<file path="config.mk">
export PLATFORM = sky130hd
export DESIGN_NAME = sobs_cell
export DESIGN_NICKNAME = d
export VERILOG_FILES = /design/src/rtl/core/sobs_pkg.sv /design/src/rtl/core/sobs_cell.sv
export SDC_FILE = /design/constraint.sdc
export NUM_CORES = 1
export LEC_CHECK = 0
export BUFFER_PORTS_ARGS = -buffer_cell sky130_fd_sc_hd__buf_4
export CORE_ASPECT_RATIO = 1.1
export CORE_MARGIN = 3
export CORE_UTILIZATION = 35
export CTS_CLUSTER_DIAMETER = 80
export DETAILED_ROUTE_END_ITERATION = 10
export PLACE_DENSITY = 0.8
export SLEW_MARGIN = 15
export SYNTH_ARGS = -nofsm -noshare
export SYNTH_HDL_FRONTEND = slang
export SYNTH_SLANG_ARGS = --single-unit
</file>
<file path="constraint.sdc">
create_clock -name clk -period 2.45 [get_ports clk]
set_input_delay 0.1225 -clock clk [delete_from_list [all_inputs] [get_ports clk]]
set_output_delay 0.1225 -clock clk [all_outputs]
set_load 0.02 [all_outputs]
</file>
<file path="src/rtl/core/sobs_pkg.sv">
// Shared types and constants for the set-of-bounded-stacks block.
// Holds the request/response words, operation and status codes, and the
// control word broadcast to the stack-descriptor cells. No dependencies.
`timescale 1ns / 1ps
`default_nettype none

package sobs_pkg;

  // Default sizes of the block
  localparam int MAX_STACKS_DEF   = 16;
  localparam int MAX_CAPACITY_DEF = 16;

  // Field widths fixed by the interface
  localparam int CAP_W   = 5;
  localparam int OP_W    = 2;
  localparam int INDEX_W = 4;
  localparam int VALUE_W = 32;
  localparam int STAT_W  = 2;

  // Broadcast positions and slots are carried at the widest supported size
  localparam int POS_W = 8;
  typedef logic [POS_W-1:0] pos_t;

  // Operation codes
  localparam logic [OP_W-1:0] OP_PUSH   = 2'd0;
  localparam logic [OP_W-1:0] OP_POP    = 2'd1;
  localparam logic [OP_W-1:0] OP_POP_AT = 2'd2;

  // Status codes
  localparam logic [STAT_W-1:0] ST_OK    = 2'd0;
  localparam logic [STAT_W-1:0] ST_EMPTY = 2'd1;
  localparam logic [STAT_W-1:0] ST_DROP  = 2'd2;

  typedef struct packed {
    logic [OP_W-1:0]           operation;
    logic signed [VALUE_W-1:0] push_value;
    logic [INDEX_W-1:0]        stack_index;
  } req_word_t;

  typedef struct packed {
    logic signed [VALUE_W-1:0] popped_value;
    logic [STAT_W-1:0]         status;
  } rsp_word_t;

  // Fill update applied to the cell at the target position
  typedef enum logic [1:0] {
    CK_NONE    = 2'd0,
    CK_INC     = 2'd1,
    CK_DEC     = 2'd2,
    CK_SET_ONE = 2'd3
  } cell_kind_t;

  // Control word seen by every cell in the chain
  typedef struct packed {
    cell_kind_t kind;
    pos_t       tgt_pos;
    logic       shift;
    pos_t       last_pos;
    pos_t       moved_slot;
  } cell_ctl_t;

endpackage

`default_nettype wire

</file>
<file path="src/rtl/core/sobs_cell.sv">
// One list position of the stack list: holds the physical slot at this
// position and that slot's plate count, and takes its upper neighbor's
// entry when a stack leaves the list. Depends on sobs_pkg.
`timescale 1ns / 1ps
`default_nettype none

module sobs_cell #(
  parameter int POS    = 0,
  parameter int SLOT_W = 4,
  parameter int FILL_W = 5
) (
  input  wire logic                clk,
  input  wire logic                rst,
  input  wire sobs_pkg::cell_ctl_t ctl,
  input  wire logic [SLOT_W-1:0]   nb_slot,
  input  wire logic [FILL_W-1:0]   nb_fill,
  output logic      [SLOT_W-1:0]   slot,
  output logic      [FILL_W-1:0]   fill
);

  localparam sobs_pkg::pos_t MY_POS = sobs_pkg::pos_t'(POS);

  // Shift down on unlink, otherwise update the fill of the targeted stack
  always_ff @(posedge clk) begin
    if (rst) begin
      slot <= SLOT_W'(POS);
      fill <= '0;
    end else if (ctl.shift) begin
      if (MY_POS >= ctl.tgt_pos && MY_POS < ctl.last_pos) begin
        slot <= nb_slot;
        fill <= nb_fill;
      end else if (MY_POS == ctl.last_pos) begin
        slot <= SLOT_W'(ctl.moved_slot);
        fill <= '0;
      end
    end else if (MY_POS == ctl.tgt_pos) begin
      case (ctl.kind)
        sobs_pkg::CK_INC:     fill <= fill + FILL_W'(1);
        sobs_pkg::CK_DEC:     fill <= fill - FILL_W'(1);
        sobs_pkg::CK_SET_ONE: fill <= FILL_W'(1);
        default:              fill <= fill;
      endcase
    end
  end

endmodule

`default_nettype wire

</file>
==> results.json <==
{
  "areaGrowthSynthToFinish_pct": 48.4,
  "ff2ff_path_depth": 7,
  "cts.sinks": 9,
  "portBuffers": 42,
  "cts_root_buf": "clkbuf_4",
  "p_per_area_nw_per_um2": 327,
  "wire_per_inst_um": 12.5,
  "final_common_cell": "buf_4",
  "synth_top_area_share": 0.253,
  "dp_worst_setup_slack_ns": 0.471,
  "worst_slack_ns": 0.632,
  "timing.final.crit_period_ns": 1.82,
  "grt_pass1_vias": 797,
  "worstSetupEndpointType": "flop",
  "syn_area_per_cell_um2": 8.10,
  "yosysSeqAreaShare": 0.253,
  "crit_fanout": 7,
  "worstReg2RegEnd": "fill[4]$_SDFFE_PP0P_",
  "clock_latency_ns": 0.27,
  "hold_violations": 0,
  "first_pass_iters": 4,
  "rsz0062_at_grt": "no",
  "route.vias.total": 842,
  "fillers": 174,
  "maxCapViolations": 0,
  "nets": 172,
  "post-route-period-util": 0.742,
  "n_antenna_cell": 0,
  "wl_met1_um": 799,
  "drt-total-wl_um": 1950,
  "avgViaCountPerCell": 5.40,
  "tightest_slew_ns": 0.547,
  "initial_core_util": 0.383,
  "antenna_found_initial": 0,
  "ios": 47,
  "yosysWarnings": 0,
  "cts_buffers": 3,
  "grt_max_degree": 12,
  "initialDrtViolationCount": 18,
  "internal_power_mw": 0.258,
  "p_leak_nw": 0.453,
  "slew_viol_final": 0,
  "min-delay-start": "rst",
  "r2r_start": "fill[1]$_SDFFE_PP0P_",
  "gp_congestion": 0.750,
  "grt_pass1_wl_um": 3130,
  "min_path_type": "input port to flop",
  "synth.largest_area_cell": "dfxtp_1",
  "fin_util": 0.569,
  "fin_cells": 156,
  "hold-path-endpoint": "fill[0]$_SDFFE_PP0P_",
  "cts_resized": 0,
  "rows": 16,
  "ctsHtreeMaxLevel": 1,
  "slew_headroom": 0.632,
  "path_clk_slew_ns": 0.07,
  "postCtsHoldBufs": 0,
  "hold_depth": 2,
  "path_class": "flop to flop",
  "power_frac_comb": 0.228,
  "netlist_top_cells_area": "dfxtp_1, a311oi_1, ha_1, nor2_1, nand2_1",
  "die_h_um": 53.3,
  "tritoncts": "done",
  "post_cts_buffers": 0,
  "remaining_drc_errors": 0,
  "crit_start": "fill[1]$_SDFFE_PP0P_",
  "dp.cells": 152,
  "worst_hold_slack_ns": 0.0923,
  "start_kind": "flop",
  "post_dp_cell_area_um2": 1030,
  "seqCellArea_um2": 180,
  "grt_usage": 0.152,
  "top_layer_used": "met4",
  "grt-ovfl-total": 0,
  "yosysUniqueCellTypes": 38,
  "r2r_setup_slack_ns": 0.63,
  "syn-cell-area_um2": 713,
  "seqPwrFrac": 0.427,
  "die-area_um2": 2620,
  "die_w_um": 49.0,
  "switchingPower_mw": 0.0875,
  "yosys_register_bits": 9,
  "crit_arrival_ns": 1.99,
  "final_cell_mix": "buf_4, nor2_1, dfxtp_1, nand2_1, a311oi_1",
  "mappedNetlistNets": 130,
  "drive_gt1_frac": 0.388,
  "status": "completed",
  "final_cell_area_um2": 1060,
  "met2WireLength_um": 971,
  "postRouteAntennaNets": 0,
  "critPathRequiredTime_ns": 2.63,
  "fin_skew_ns": 0.00551,
  "timing.fmax_mhz": 550,
  "p_sw_frac": 0.253,
  "setup_tns_ns": 0,
  "core_area_um2": 1860,
  "cts_buffer_depth": 2,
  "synthCells": 88,
  "met3WireLength_um": 162,
  "total_power_mw": 0.346,
  "power_frac_clock": 0.345,
  "multiInputGateArea_um2": 488,
  "irDropWorstVdd_mv": 0.147,
  "dpl.hpwl_um": 1610,
  "setup_viol": 0
}
==> state kept, by name (all words and copies together) (netlist names) <==
name and cells:
fill 5, slot 4
==> cells in the mapped netlist (all sizes together) <==
cell	instances
nand2	7
and3b	1
a32oi	1
buf	3
nor2	10
a21boi	1
clkbuf	2
and2	1
ha	4
nand2b	2
nor4	4
nand3b	1
or2	1
mux2i	1
xor2	2
o22ai	2
or3	1
o21ai	1
nand3	5
or4	2
a211oi	1
a21oi	4
o22a	1
or4b	1
a31oi	1
xnor2	3
inv	4
a311oi	6
nor3b	1
nand4	2
dfxtp	9
o311ai	1
a221o	1
o211ai	1
==> power groups by stage <==
stage | Clock (mW) | Combinational, mW | Sequential [mW]
after floorplan | 0 | 0.0317 | 0.151
final | 0.119 | 0.0789 | 0.148
after detailed placement | 0 | 0.0789 | 0.151
after global routing | 0.124 | 0.0866 | 0.148
after CTS | 0.121 | 0.0792 | 0.148
after global placement | 0 | 0.0756 | 0.151
==> area by class of cell <==
type	count	share of cell area
timing repair buffer	42	0.298
multi-input combinational	70	0.461
sequential	9	0.170
tap	27	0.0319
inverter	4	0.0142
clock buffer	4	0.0248
==> routing by layer <==
metal / track usage / up-vias
met3: 0.0366 / 2
met5: 0 / -
li1: - / 418
met2: 0.281 / 36
met4: 0.0521 / 0
met1: 0.173 / 386
==> critical path: stages, from the launching register on <==
cell	delay (ns)
dfxtp_1	0.48
xor2_1	0.20
ha_1	0.21
nor4_1	0.06
nor4_1	0.30
xnor2_1	0.16
a32oi_1	0.07
a211oi_1	0.24
==> cells by family after synthesis <==
group | share of synthesized area
simple gates | 0.298
compound gates | 0.240
buf+inv | 0.0632
flops | 0.253
xor+xnor | 0.0614
fa+ha+maj | 0.0702
mux | 0.0140
==> worst max path at each step <==
stage                                 to  slack [ns]  depth (start not counted)
floorplan           fill[4]$_SDFFE_PP0P_        0.70                         10
global placement    fill[4]$_SDFFE_PP0P_        0.58                         10
detailed placement  fill[4]$_SDFFE_PP0P_        0.47                         10
CTS                 fill[4]$_SDFFE_PP0P_        0.64                          7
global route        fill[4]$_SDFFE_PP0P_        0.50                          7
finish              fill[4]$_SDFFE_PP0P_        0.63                          7
Note: power is estimated with default switching activity, not from simulation.
